[src/rtl/wtss_pkg.sv]
// wtss_pkg: shared types and constants for the weekly time slot switch
// opcode codes, controller states, queued command and stored slot records
// no dependencies
package wtss_pkg;

	localparam int DAYS         = 7;
	localparam int QUEUE_DEPTH  = 2;
	localparam int OPC_W        = 2;
	localparam int DAY_W        = 3;
	localparam int IDX_W        = 4;
	localparam int HOUR_W       = 5;
	localparam int MIN_W        = 6;
	localparam int NOW_W        = 11;
	localparam int END_W        = 12;

	typedef enum logic [OPC_W-1:0] {
		OPC_SAVE = 2'd0,
		OPC_TICK = 2'd1,
		OPC_READ = 2'd2,
		OPC_NONE = 2'd3
	} opcode_t;

	typedef enum logic [1:0] {
		ST_IDLE,
		ST_SCAN,
		ST_LAST,
		ST_RESULT
	} state_t;

	typedef struct packed {
		opcode_t             op;
		logic                day_ok;
		logic                slot_ok;
		logic [DAY_W-1:0]    day;
		logic [IDX_W-1:0]    slot_index;
		logic [HOUR_W-1:0]   hour;
		logic [MIN_W-1:0]    minute;
		logic [HOUR_W-1:0]   dur_hours;
		logic [MIN_W-1:0]    dur_minutes;
		logic [NOW_W-1:0]    now_min;
	} cmd_t;

	typedef struct packed {
		logic [HOUR_W-1:0]   hour;
		logic [MIN_W-1:0]    minute;
		logic [HOUR_W-1:0]   dur_hours;
		logic [MIN_W-1:0]    dur_minutes;
	} slot_t;

	// h*60 + m as h*64 - h*4 + m
	function automatic logic [NOW_W-1:0] to_minutes(input logic [HOUR_W-1:0] h,
			input logic [MIN_W-1:0] m);
		logic [NOW_W-1:0] h64;
		logic [NOW_W-1:0] h4;
		h64 = NOW_W'({h, 6'b0});
		h4  = NOW_W'({h, 2'b0});
		return h64 - h4 + NOW_W'(m);
	endfunction

endpackage

[src/rtl/wtss_if.sv]
// wtss_cmd_if and wtss_res_if: valid/ready channels of the weekly time slot switch
// carry one command item and one result item; no dependencies
interface wtss_cmd_if;
	logic       valid;
	logic       ready;
	logic [1:0] opcode;
	logic [2:0] day;
	logic [3:0] slot_index;
	logic [4:0] hour;
	logic [5:0] minute;
	logic [4:0] dur_hours;
	logic [5:0] dur_minutes;

	modport source(output valid, opcode, day, slot_index, hour, minute, dur_hours,
		dur_minutes, input ready);
	modport sink(input valid, opcode, day, slot_index, hour, minute, dur_hours,
		dur_minutes, output ready);
endinterface

interface wtss_res_if;
	logic       valid;
	logic       ready;
	logic       relay_on;
	logic       slot_valid;
	logic [4:0] slot_hour;
	logic [5:0] slot_minute;
	logic [4:0] slot_dur_hours;
	logic [5:0] slot_dur_minutes;

	modport source(output valid, relay_on, slot_valid, slot_hour, slot_minute,
		slot_dur_hours, slot_dur_minutes, input ready);
	modport sink(input valid, relay_on, slot_valid, slot_hour, slot_minute,
		slot_dur_hours, slot_dur_minutes, output ready);
endinterface

[src/rtl/wtss_front.sv]
// wtss_front: accepts command items and classifies them for the queue
// depends on wtss_pkg and wtss_cmd_if
module wtss_front #(
	parameter int SLOTS_PER_DAY = 10
) (
	wtss_cmd_if.sink        cmd,
	output logic            q_valid,
	input  logic            q_ready,
	output wtss_pkg::cmd_t  q_data
);

	localparam logic [5:0] SLOTS_C = 6'(SLOTS_PER_DAY);

	assign q_valid   = cmd.valid;
	assign cmd.ready = q_ready;

	always_comb begin
		q_data             = '0;
		q_data.op          = wtss_pkg::opcode_t'(cmd.opcode);
		q_data.day_ok      = cmd.day < wtss_pkg::DAY_W'(wtss_pkg::DAYS);
		q_data.slot_ok     = {2'b0, cmd.slot_index} < SLOTS_C;
		q_data.day         = cmd.day;
		q_data.slot_index  = cmd.slot_index;
		q_data.hour        = cmd.hour;
		q_data.minute      = cmd.minute;
		q_data.dur_hours   = cmd.dur_hours;
		q_data.dur_minutes = cmd.dur_minutes;
		q_data.now_min     = wtss_pkg::to_minutes(cmd.hour, cmd.minute);
	end

endmodule

[src/rtl/wtss_queue.sv]
// wtss_queue: short command queue between front and back
// depends on wtss_pkg
module wtss_queue (
	input  logic            clk,
	input  logic            arst_n,
	input  logic            in_valid,
	output logic            in_ready,
	input  wtss_pkg::cmd_t  in_data,
	output logic            out_valid,
	input  logic            out_ready,
	output wtss_pkg::cmd_t  out_data
);

	localparam int DEPTH = wtss_pkg::QUEUE_DEPTH;
	localparam int PTR_W = $clog2(DEPTH);
	localparam int CNT_W = $clog2(DEPTH + 1);

	wtss_pkg::cmd_t    entry_q [DEPTH];
	logic [PTR_W-1:0]  wr_ptr_q;
	logic [PTR_W-1:0]  rd_ptr_q;
	logic [CNT_W-1:0]  count_q;
	logic              push;
	logic              pop;

	assign in_ready  = count_q != CNT_W'(DEPTH);
	assign out_valid = count_q != '0;
	assign out_data  = entry_q[rd_ptr_q];
	assign push      = in_valid && in_ready;
	assign pop       = out_valid && out_ready;

	always_ff @(posedge clk) begin
		if (push) begin
			entry_q[wr_ptr_q] <= in_data;
		end
	end

	always_ff @(posedge clk or negedge arst_n) begin
		if (!arst_n) begin
			wr_ptr_q <= '0;
			rd_ptr_q <= '0;
			count_q  <= '0;
		end else begin
			if (push) begin
				wr_ptr_q <= (wr_ptr_q == PTR_W'(DEPTH - 1)) ? '0 : wr_ptr_q + 1'b1;
			end
			if (pop) begin
				rd_ptr_q <= (rd_ptr_q == PTR_W'(DEPTH - 1)) ? '0 : rd_ptr_q + 1'b1;
			end
			if (push && !pop) begin
				count_q <= count_q + 1'b1;
			end else if (pop && !push) begin
				count_q <= count_q - 1'b1;
			end
		end
	end

endmodule

[src/rtl/wtss_back.sv]
// wtss_back: slot table memory, save/read execution, tick scan and result register
// depends on wtss_pkg and wtss_res_if
module wtss_back #(
	parameter int SLOTS_PER_DAY = 10
) (
	input  logic            clk,
	input  logic            arst_n,
	input  logic            q_valid,
	output logic            q_ready,
	input  wtss_pkg::cmd_t  q_data,
	wtss_res_if.source      res
);

	localparam int ENTRIES = wtss_pkg::DAYS * SLOTS_PER_DAY;
	localparam int ADDR_W  = $clog2(ENTRIES);
	localparam int CNT_W   = $clog2(SLOTS_PER_DAY + 1);

	wtss_pkg::state_t             state_q;
	wtss_pkg::state_t             state_d;
	wtss_pkg::cmd_t               cmd_q;
	logic [CNT_W-1:0]             scan_q;
	logic [ADDR_W-1:0]            base_q;
	logic                         hit_q;
	logic                         cmp_s1;
	logic                         relay_q;

	wtss_pkg::slot_t              ram [ENTRIES];
	logic [ENTRIES-1:0]           vld_q;
	wtss_pkg::slot_t              rdata_s1;
	logic                         rvld_s1;

	logic                         res_valid_q;
	logic                         res_relay_q;
	logic                         res_slot_valid_q;
	wtss_pkg::slot_t              res_slot_q;

	logic                         out_free;
	logic                         pop;
	logic                         addr_ok;
	logic [ADDR_W-1:0]            cmd_addr;
	logic [ADDR_W-1:0]            day_base;
	logic                         wr_en;
	logic                         rd_en;
	logic [ADDR_W-1:0]            rd_addr;
	logic                         load_now;
	logic                         load_result;
	logic [wtss_pkg::NOW_W-1:0]   start_min;
	logic [wtss_pkg::END_W-1:0]   end_min;
	logic                         hit;
	wtss_pkg::slot_t              wdata;

	assign out_free = !res_valid_q || res.ready;
	assign q_ready  = (state_q == wtss_pkg::ST_IDLE) && out_free;
	assign pop      = q_valid && q_ready;
	assign addr_ok  = q_data.day_ok && q_data.slot_ok;
	assign day_base = ADDR_W'(q_data.day) * ADDR_W'(SLOTS_PER_DAY);
	assign cmd_addr = day_base + ADDR_W'(q_data.slot_index);

	assign wdata.hour        = q_data.hour;
	assign wdata.minute      = q_data.minute;
	assign wdata.dur_hours   = q_data.dur_hours;
	assign wdata.dur_minutes = q_data.dur_minutes;

	assign start_min = wtss_pkg::to_minutes(rdata_s1.hour, rdata_s1.minute);
	assign end_min   = wtss_pkg::END_W'(start_min)
		+ wtss_pkg::END_W'(wtss_pkg::to_minutes(rdata_s1.dur_hours, rdata_s1.dur_minutes));
	assign hit       = rvld_s1 && (start_min <= cmd_q.now_min)
		&& (wtss_pkg::END_W'(cmd_q.now_min) <= end_min);

	// next state
	always_comb begin
		state_d = state_q;
		case (state_q)
			wtss_pkg::ST_IDLE: begin
				if (pop) begin
					if (q_data.op == wtss_pkg::OPC_TICK && q_data.day_ok) begin
						state_d = wtss_pkg::ST_SCAN;
					end else if (q_data.op == wtss_pkg::OPC_READ && addr_ok) begin
						state_d = wtss_pkg::ST_RESULT;
					end
				end
			end
			wtss_pkg::ST_SCAN: begin
				if (scan_q == CNT_W'(SLOTS_PER_DAY - 1)) begin
					state_d = wtss_pkg::ST_LAST;
				end
			end
			wtss_pkg::ST_LAST: begin
				state_d = wtss_pkg::ST_RESULT;
			end
			wtss_pkg::ST_RESULT: begin
				if (out_free) begin
					state_d = wtss_pkg::ST_IDLE;
				end
			end
			default: begin
				state_d = wtss_pkg::ST_IDLE;
			end
		endcase
	end

	// controls
	always_comb begin
		wr_en       = 1'b0;
		rd_en       = 1'b0;
		rd_addr     = cmd_addr;
		load_now    = 1'b0;
		load_result = 1'b0;
		case (state_q)
			wtss_pkg::ST_IDLE: begin
				if (pop) begin
					wr_en    = (q_data.op == wtss_pkg::OPC_SAVE) && addr_ok;
					rd_en    = (q_data.op == wtss_pkg::OPC_READ) && addr_ok;
					load_now = !((q_data.op == wtss_pkg::OPC_TICK && q_data.day_ok)
						|| (q_data.op == wtss_pkg::OPC_READ && addr_ok));
				end
			end
			wtss_pkg::ST_SCAN: begin
				rd_en   = 1'b1;
				rd_addr = base_q + ADDR_W'(scan_q);
			end
			wtss_pkg::ST_LAST: begin
				rd_en = 1'b0;
			end
			wtss_pkg::ST_RESULT: begin
				load_result = out_free;
			end
			default: begin
				rd_en = 1'b0;
			end
		endcase
	end

	always_ff @(posedge clk) begin
		if (wr_en) begin
			ram[cmd_addr] <= wdata;
		end
		if (rd_en) begin
			rdata_s1 <= ram[rd_addr];
		end
		if (pop) begin
			cmd_q  <= q_data;
			base_q <= day_base;
		end
	end

	always_ff @(posedge clk or negedge arst_n) begin
		if (!arst_n) begin
			state_q          <= wtss_pkg::ST_IDLE;
			vld_q            <= '0;
			rvld_s1          <= 1'b0;
			cmp_s1           <= 1'b0;
			scan_q           <= '0;
			hit_q            <= 1'b0;
			relay_q          <= 1'b0;
			res_valid_q      <= 1'b0;
			res_relay_q      <= 1'b0;
			res_slot_valid_q <= 1'b0;
			res_slot_q       <= '0;
		end else begin
			state_q <= state_d;
			cmp_s1  <= (state_q == wtss_pkg::ST_SCAN);
			if (wr_en) begin
				vld_q[cmd_addr] <= 1'b1;
			end
			if (rd_en) begin
				rvld_s1 <= vld_q[rd_addr];
			end
			if (pop) begin
				scan_q <= '0;
				hit_q  <= 1'b0;
			end else if (state_q == wtss_pkg::ST_SCAN) begin
				scan_q <= scan_q + 1'b1;
			end
			if (cmp_s1) begin
				hit_q <= hit_q | hit;
			end
			if (state_q == wtss_pkg::ST_LAST) begin
				relay_q <= hit_q | (cmp_s1 & hit);
			end
			if (load_now && q_data.op == wtss_pkg::OPC_TICK) begin
				relay_q <= 1'b0;
			end

			if (load_now) begin
				res_valid_q      <= 1'b1;
				res_relay_q      <= (q_data.op == wtss_pkg::OPC_TICK) ? 1'b0 : relay_q;
				res_slot_valid_q <= 1'b0;
				res_slot_q       <= '0;
			end else if (load_result) begin
				res_valid_q <= 1'b1;
				res_relay_q <= relay_q;
				if (cmd_q.op == wtss_pkg::OPC_READ && rvld_s1) begin
					res_slot_valid_q <= 1'b1;
					res_slot_q       <= rdata_s1;
				end else begin
					res_slot_valid_q <= 1'b0;
					res_slot_q       <= '0;
				end
			end else if (res.ready) begin
				res_valid_q <= 1'b0;
			end
		end
	end

	assign res.valid            = res_valid_q;
	assign res.relay_on         = res_relay_q;
	assign res.slot_valid       = res_slot_valid_q;
	assign res.slot_hour        = res_slot_q.hour;
	assign res.slot_minute      = res_slot_q.minute;
	assign res.slot_dur_hours   = res_slot_q.dur_hours;
	assign res.slot_dur_minutes = res_slot_q.dur_minutes;

endmodule

[src/rtl/weekly_time_slot_switch.sv]
// weekly_time_slot_switch: top level, front classifier, command queue and slot table back end
// from accept to result, save and ignored items pass the queue and result register; a read
// also the table read register; a tick the day scan, one table read per cycle, and ST_LAST
// save takes one item per cycle while results are taken; read and tick hold the back end busy
// reset: asynchronous, clears every slot valid bit, relay off, queue and result register empty
// depends on wtss_pkg, wtss_if, wtss_front, wtss_queue, wtss_back
module weekly_time_slot_switch #(
	parameter int SLOTS_PER_DAY = 10
) (
	input  logic        clk,
	input  logic        arst_n,
	wtss_cmd_if.sink    cmd,
	wtss_res_if.source  res
);

	logic            fq_valid;
	logic            fq_ready;
	wtss_pkg::cmd_t  fq_data;
	logic            qb_valid;
	logic            qb_ready;
	wtss_pkg::cmd_t  qb_data;

	wtss_front #(
		.SLOTS_PER_DAY(SLOTS_PER_DAY)
	) u_front (
		.cmd     (cmd),
		.q_valid (fq_valid),
		.q_ready (fq_ready),
		.q_data  (fq_data)
	);

	wtss_queue u_queue (
		.clk       (clk),
		.arst_n    (arst_n),
		.in_valid  (fq_valid),
		.in_ready  (fq_ready),
		.in_data   (fq_data),
		.out_valid (qb_valid),
		.out_ready (qb_ready),
		.out_data  (qb_data)
	);

	wtss_back #(
		.SLOTS_PER_DAY(SLOTS_PER_DAY)
	) u_back (
		.clk     (clk),
		.arst_n  (arst_n),
		.q_valid (qb_valid),
		.q_ready (qb_ready),
		.q_data  (qb_data),
		.res     (res)
	);

endmodule

[src/flat_wrapper.sv]
// flat-port wrapper written by rule: the top's interface ports become plain ports
module weekly_time_slot_switch_flat 
#(
	parameter int SLOTS_PER_DAY = 10
)
  (clk, arst_n, cmd_valid, cmd_opcode, cmd_day, cmd_slot_index, cmd_hour, cmd_minute, cmd_dur_hours, cmd_dur_minutes, cmd_ready, res_valid, res_relay_on, res_slot_valid, res_slot_hour, res_slot_minute, res_slot_dur_hours, res_slot_dur_minutes, res_ready);
  wtss_cmd_if cmd_i ();
  wtss_res_if res_i ();
  input  logic clk;
  input  logic arst_n;
  input wire logic [$bits(cmd_i.valid)-1:0] cmd_valid;
  input wire logic [$bits(cmd_i.opcode)-1:0] cmd_opcode;
  input wire logic [$bits(cmd_i.day)-1:0] cmd_day;
  input wire logic [$bits(cmd_i.slot_index)-1:0] cmd_slot_index;
  input wire logic [$bits(cmd_i.hour)-1:0] cmd_hour;
  input wire logic [$bits(cmd_i.minute)-1:0] cmd_minute;
  input wire logic [$bits(cmd_i.dur_hours)-1:0] cmd_dur_hours;
  input wire logic [$bits(cmd_i.dur_minutes)-1:0] cmd_dur_minutes;
  output wire logic [$bits(cmd_i.ready)-1:0] cmd_ready;
  output wire logic [$bits(res_i.valid)-1:0] res_valid;
  output wire logic [$bits(res_i.relay_on)-1:0] res_relay_on;
  output wire logic [$bits(res_i.slot_valid)-1:0] res_slot_valid;
  output wire logic [$bits(res_i.slot_hour)-1:0] res_slot_hour;
  output wire logic [$bits(res_i.slot_minute)-1:0] res_slot_minute;
  output wire logic [$bits(res_i.slot_dur_hours)-1:0] res_slot_dur_hours;
  output wire logic [$bits(res_i.slot_dur_minutes)-1:0] res_slot_dur_minutes;
  input wire logic [$bits(res_i.ready)-1:0] res_ready;
  assign cmd_i.valid = cmd_valid;
  assign cmd_i.opcode = cmd_opcode;
  assign cmd_i.day = cmd_day;
  assign cmd_i.slot_index = cmd_slot_index;
  assign cmd_i.hour = cmd_hour;
  assign cmd_i.minute = cmd_minute;
  assign cmd_i.dur_hours = cmd_dur_hours;
  assign cmd_i.dur_minutes = cmd_dur_minutes;
  assign cmd_ready = cmd_i.ready;
  assign res_valid = res_i.valid;
  assign res_relay_on = res_i.relay_on;
  assign res_slot_valid = res_i.slot_valid;
  assign res_slot_hour = res_i.slot_hour;
  assign res_slot_minute = res_i.slot_minute;
  assign res_slot_dur_hours = res_i.slot_dur_hours;
  assign res_slot_dur_minutes = res_i.slot_dur_minutes;
  assign res_i.ready = res_ready;
  weekly_time_slot_switch #(.SLOTS_PER_DAY(SLOTS_PER_DAY)) u_core (.clk(clk), .arst_n(arst_n), .cmd(cmd_i), .res(res_i));
endmodule
[config.mk]
export PLATFORM = sky130hd
export DESIGN_NAME = weekly_time_slot_switch_flat
export DESIGN_NICKNAME = d
export VERILOG_FILES = /design/src/rtl/wtss_pkg.sv /design/src/rtl/wtss_if.sv /design/src/rtl/wtss_front.sv /design/src/rtl/wtss_queue.sv /design/src/rtl/wtss_back.sv /design/src/rtl/weekly_time_slot_switch.sv /design/src/flat_wrapper.sv
export SDC_FILE = /design/constraint.sdc
export NUM_CORES = 2
export LEC_CHECK = 0
export ABC_CLOCK_PERIOD_IN_PS = 5300
export BUFFER_PORTS_ARGS = -buffer_cell sky130_fd_sc_hd__buf_2
export CAP_MARGIN = 30
export CORE_ASPECT_RATIO = 1.25
export CORE_MARGIN = 3
export CORE_UTILIZATION = 40
export CTS_CLUSTER_SIZE = 12
export DETAILED_ROUTE_END_ITERATION = 10
export GPL_TIMING_DRIVEN = 0
export SKIP_CTS_REPAIR_TIMING = 1
export SLEW_MARGIN = 30
export SYNTH_ARGS = -nofsm -noshare
export SYNTH_HDL_FRONTEND = slang
export SYNTH_SLANG_ARGS = --single-unit
[constraint.sdc]
create_clock -name clk -period 5.3 [get_ports clk]
set_input_delay 0.53 -clock clk [delete_from_list [all_inputs] [get_ports clk]]
set_output_delay 0.53 -clock clk [all_outputs]
set_load 0.02 [all_outputs]
* Word level (Yosys, flattened, before mapping) *
Memory sizes are Yosys's and may differ from the RTL's. A register that Yosys moved wholly into a read port is not among the register bits.
Cells that the tools add are included.
W data, S select, Z words.

storage, ports and cells
  output and inout port bits = 26
  memories kept = 2
  input bits = 35
  bits in registers = 128
  memory bits (writable) = 1628

operators by class
  multiplexer cells = 44
  equal/unequal tests = 12
  bitwise operators = 4
  reduce and logical (&&, ||, !) cells = 30
  magnitude comparators = 7
  multipliers = 1
  add/subtract/negate cells = 14

memories
  memory                  depth  width  read ports  clocked after memory_dff  write ports  line              RTL
  u_core.u_back.ram       70     22     1           1                         1            wtss_back.sv:27   wtss_pkg::slot_t ram [ENTRIES];
  u_core.u_queue.entry_q  2      44     1           0                         1            wtss_queue.sv:18  wtss_pkg::cmd_t entry_q [DEPTH];

operator list
  kind                   count
  $or A70 B70 Y70        1
  $mux W22               3
  $add A11 B6 Y11        3
  $sub A11 B7 Y11        3
  $mux W1                27
  $lt A7 B8 Y1 const B   2
  $add A7 B4 Y7          2
  $logic_and A1 B1 Y1    14
  $mux W2                7
  $add A11 B11 Y12       1
  $le A11 B12 Y1         1
  $reduce_bool A2 Y1     6
  $le A11 B11 Y1         1
  $eq A2 B2 Y1 const B   4
  $mux W4                2
  $pmux W2 S4            1
  $bmux W1 S7            1
  $demux W1 S7           1
  $ge A7 B1 Y1 const B   1
  $mux W7                1
  $mul A3 B3 Y6 const B  1
  $ne A2 B2 Y1 const B   3
  $add A4 B1 Y4 const B  1
  $eq A2 B1 Y1 const B   2
  other kinds (16)       23

* Depth between registers and ports, before layout *
  depth in word-level cells = 9
  gate-level depth with buffers = 20
  depth with buffers taken out = 20

* By module *
Synthesis repeated with hierarchy kept, for this count alone.

second synthesis, totals
  cells, all modules = 3594
  area, all modules = 70675.3 µm²

modules (own cells, without submodules)
  module      area an instance (µm²)  instances  seq. area each (µm²)  cells an instance
  wtss_back   66553.8                 1          50103.1               3368
  wtss_queue  3569.7                  1          2742.6                155
  wtss_front  551.8                   1          0.0                   71

* Worst setup path before layout *
Ideal clock, no wire load.

  path kind = register to register
  start point = register u_core.u_queue.rd_ptr_q
  end point = memory u_core.u_back.ram[10][0] (netlist name), enable pin
  period minus slack after synthesis = 4.223 ns
  setup time = 0.402 ns
  setup slack = 1.077 ns
  data arrival time = 3.822 ns
  stages on the path, launching flop included = 11
  required time = 4.898 ns
  cells stage by stage = dfrtp_1 > buf_6 > clkbuf_1 > mux2_2 > ha_1 > ha_1 > a211oi_2 > nor2_1 > o31ai_1 > nand3_1 > nor2_1

RTL lines
  item                      line              RTL
  start: declaration        wtss_queue.sv:20  logic [PTR_W-1:0] rd_ptr_q;
  start signal: assignment  wtss_queue.sv:47  rd_ptr_q <= (rd_ptr_q == PTR_W'(DEPTH - 1)) ? '0 : rd_ptr_q + 1'b1;
  end: declaration          wtss_back.sv:27

==> results by group <==
Detailed routing
  • Detailed Route WL: 206,000 um
  • Drt first-iter violations: 4,600
  • Antenna Nets Post-Route: 0
  • DRC: 0
  • Detailed-router iteration count before antenna repair: 5
  • Via Count: 39,400
  • DR WL/cell: 30.2 um
  • Post-DR vias/cell: 5.76

Floorplan
  • Initial cell density of the core: 40.4%
  • Die H: 473 um
  • Standard-cell row count: 170
  • Full die area: 179,000 um2
  • # IOs: 61
  • Width of the die: 379 um
  • Floorplan core area: 173,000 um2

Finish
  • Final layout net count: 4,517
  • Share of layout cells above drive strength 1: 22.0%
  • Area overhead of the layout relative to synthesis: 17.4%
  • Core occupancy in the finished layout: 47.5%
  • Post-layout instance area: 81,900 um2

Yosys
  • Area share of the leading cell type in the synthesized netlist: 71.7%
  • Number of distinct library cells after synthesis: 63
  • Top flip-flop cell by instance count after synthesis: edfxtp_1
  • Post-Syn Area: 69,700 um2
  • Sequential share of the synthesized area: 75.6%
  • Average cell area after synthesis: 17.2 um2
  • Synth Instances: 4,049
  • Async SR Flop Fraction: 6.14%
  • Cell type contributing the most total cell area after synthesis: edfxtp_1
  • Number of flip-flops and latches in the synthesized netlist: 1,774
  • Synth warn: 0
  • Number of nets in the synthesized netlist: 4,153
  • Area contributors post-synth: edfxtp_1 72%, mux4_2 8.2%, dfrtp_1 3.9%
  • Number of flops mapped to enable cells by yosys: 1,665

Global routing
  • Most heavily used metal layer in global routing: met2
  • Largest net degree at the start of global routing: 72
  • Global-route track usage on met1: 28.0%
  • Wire length of the first global-routing pass: 292,000 um
  • Via count of the first global-routing pass: 39,500
  • All-layer global routing usage: 23.0%
  • GR met3 Demand/Resource: 3.99%
  • Global routing usage on met2: 38.8%
  • Remaining Overflow, GRT: 0
  • Initial antenna violation count: 9

Timing
  • Part of the cycle the worst path needs: 99.5%
  • Worst clock skew: 0.0388 ns
  • Number of max-slew violations in the final report: 0
  • Slew margin rel.: 33.9%
  • Total negative slack: 0 ns
  • Finish-stage setup viols: 0
  • Final hold violation count: 0
  • Setup ws final: 0.0268 ns
  • Post-route minimum period: 5.27 ns
  • Worst Max-Slew Pin Slew: 0.988 ns
  • Highest clock rate: 0.190 GHz

Clock tree
  • Cell at the root of the clock tree: clkbuf_16
  • Clock buffer count from CTS: 174
  • Worst-skew pair later-pin latency: 0.81 ns
  • Clock net sink count: 1,774
  • Clock-pin slew reported for the worst setup and hold paths after clock tree synthesis: 0.06 ns
  • Max clock buf depth: 3
  • Maximum level of the CTS H-tree: 4
  • TritonCTS clock tree: done

Worst hold path
  • Sink of the worst hold path: u_core.u_queue.wr_ptr_q$_DFFE_PN0P_
  • Type of the worst min-delay path: in2reg
  • Min-delay src: cmd_valid
  • Hold Crit Depth: 3

Critical path
  • Biggest fanout along the worst timing path: 10
  • Cells along the critical path: buf_6, clkbuf_2, mux2_2, ha_2, fa_2, mux2i_1, clkbuf_4, nor2_2, clkbuf_2, buf_2, a22oi_1, nand2_1, a21oi_2, nand4_1
  • Capture point of the worst reg-to-reg path: u_core.u_back.rdata_s1[4]$_DFFE_PP_
  • Worst-case reg-to-reg path depth: 14
  • CP endpoint kind: flip-flop
  • Crit path top cell by count: clkbuf_2
  • Crit Path Class: reg2reg
  • Worst flop-to-flop path startpoint: u_core.u_queue.rd_ptr_q$_DFFE_PN0P_
  • Data required time of the worst path: 5.72 ns
  • Slowest Stage Delay on Critical Path: 0.57 ns
  • Flop-to-flop setup slack: 0.03 ns
  • Slowest stage cell, crit path: fa_2
  • Arrival time at the worst endpoint: 5.70 ns
  • Kind of launch point of the worst setup path: flip-flop

Placed design
  • Number of port buffers: 60
  • Final HPWL from detailed placement: 142,000 um
  • Placed cell area: 76,100 um2
  • Placer's final routability congestion estimate: 1.01
  • DP Worst Slack: -1.60 ns

Flow run
  • Maxcap violations: 0

Status
  • Result of the run: complete, no violations
[logic make-up (layout without fill, tap and decap cells)]
kind of cell | count (synthesis) | count (layout) | synth area share (%)
other cells | 0 | 4 | 0
flops | 1774 | 1774 | 75.6
mux | 340 | 340 | 9.52
xor+xnor | 36 | 36 | 0.452
simple gates | 1167 | 1167 | 7.51
fa+ha+maj | 69 | 69 | 1.27
buf+inv | 246 | 715 | 1.56
compound gates | 417 | 417 | 4.10
[state kept, by name, summed over array words and instances, names as in the netlist, 4 cells and up]
register,count
u_core.u_back.base_q,6
u_core.u_back.cmd_q,13
u_core.u_back.ram,1540
u_core.u_back.rdata_s1,22
u_core.u_back.res.slot_dur_hours,5
u_core.u_back.res.slot_dur_minutes,6
u_core.u_back.res.slot_hour,5
u_core.u_back.res.slot_minute,6
u_core.u_back.scan_q,4
u_core.u_back.vld_q,70
u_core.u_queue.entry_q,84
[cell type report]
type / instances / area, um2
Clock inverter: 23 / 203
Fill cell: 14400 / 90600
Clock buffer: 258 / 4880
Tap cell: 2322 / 2910
Buffer: 202 / 1030
Antenna cell: 4 / 10.0
Multi-Input combinational cell: 2029 / 16900
Timing Repair Buffer: 190 / 3080
Inverter: 42 / 158
Sequential cell: 1774 / 52700
[cells in the mapped netlist, types with 4 or more instances]
master    count
o21ai_0      55
o221ai_1      7
edfxtp_1   1665
nor2b_1      12
nor4b_1       4
buf_4         9
nand3_1     200
and3_1       13
a22oi_1      89
or4_1         6
a31oi_1      19
buf_1        32
nand2b_1     12
nor2_1      162
o22ai_1      24
xor2_1        9
ha_1         66
a22o_1       22
mux2i_1      44
mux2_2       41
nand4_1      46
buf_2        55
nor4_1       14
a21o_1        9
a311oi_1     17
a21oi_1      86
xnor2_1      27
buf_6         8
a32oi_1      25
or2_2        72
mux4_2      254
nand2_1     550
o211ai_1      9
a21boi_1      6
o21a_1       19
nand3b_1      4
a211oi_1      5
or3_1        12
clkbuf_1    100
dfrtp_1     109
nor3_1       55
inv_1        42
[critical path: cells and delay by family (launching register included)]
kind	cells	cell delay, ns
buffers and inverters	5	1.48
flip-flops	1	0.34
AO/OA/AOI/OAI	2	0.78
adder cells (fa/ha/maj)	2	0.79
AND/OR/NAND/NOR	3	0.72
multiplexers	2	0.73
[worst max path at each step]
stage / from / to / slack, ns / cells after the start
after global placement: u_core.u_queue.rd_ptr_q$_DFFE_PN0P_ / u_core.u_back.rdata_s1[11]$_DFFE_PP_ / -1.71 / 15
after floorplan: u_core.u_queue.rd_ptr_q$_DFFE_PN0P_ / u_core.u_back.ram[10][0]$_DFFE_PP_ / 1.08 / 10
after detailed placement: u_core.u_queue.rd_ptr_q$_DFFE_PN0P_ / u_core.u_back.rdata_s1[11]$_DFFE_PP_ / -1.60 / 15
after global routing: u_core.u_queue.rd_ptr_q$_DFFE_PN0P_ / u_core.u_back.rdata_s1[14]$_DFFE_PP_ / -0.01 / 14
final: u_core.u_queue.rd_ptr_q$_DFFE_PN0P_ / u_core.u_back.rdata_s1[4]$_DFFE_PP_ / 0.03 / 14
after CTS: u_core.u_queue.rd_ptr_q$_DFFE_PN0P_ / u_core.u_back.rdata_s1[11]$_DFFE_PP_ / -1.68 / 15
[cell usage in the layout (no fill, tap or decap), drive strengths merged, types with 44 or more instances in the layout]
master  Yosys  routed
edfxtp   1665    1665
a22oi      89      89
nand4      46      46
nor3       55      55
o21ai      57      57
nand2     550     550
clkbuf    100     371
mux2i      44      44
or2        72      72
nor2      162     162
nand3     200     200
dfrtp     109     109
buf       104     246
ha         66      66
mux4      254     254
a21oi      86      86
inv        42      48
[through the flow]
| step | hold slack, ns | std cells |
|---|---|---|
| 3_5_place_dp | 0.438 | 6522 |
| 5_1_grt | 0.0796 | 6841 |
| 2_1_floorplan | 0.234 | 4049 |
| 3_3_place_gp | 0.446 | 6431 |
| 6_report | 0.0910 | 6844 |
| 4_1_cts | -0.431 | 6803 |
[routing by layer]
metal | up-vias | part of all wire [%]
met5 | - | 0.0078
met4 | 2 | 6.1
met3 | 456 | 7.4
met2 | 1836 | 50
met1 | 20500 | 36
li1 | 16600 | -
Power is left out: the tool's default activity adds up to more than one toggle a clock period on the data nets, which glitch-free logic cannot reach.
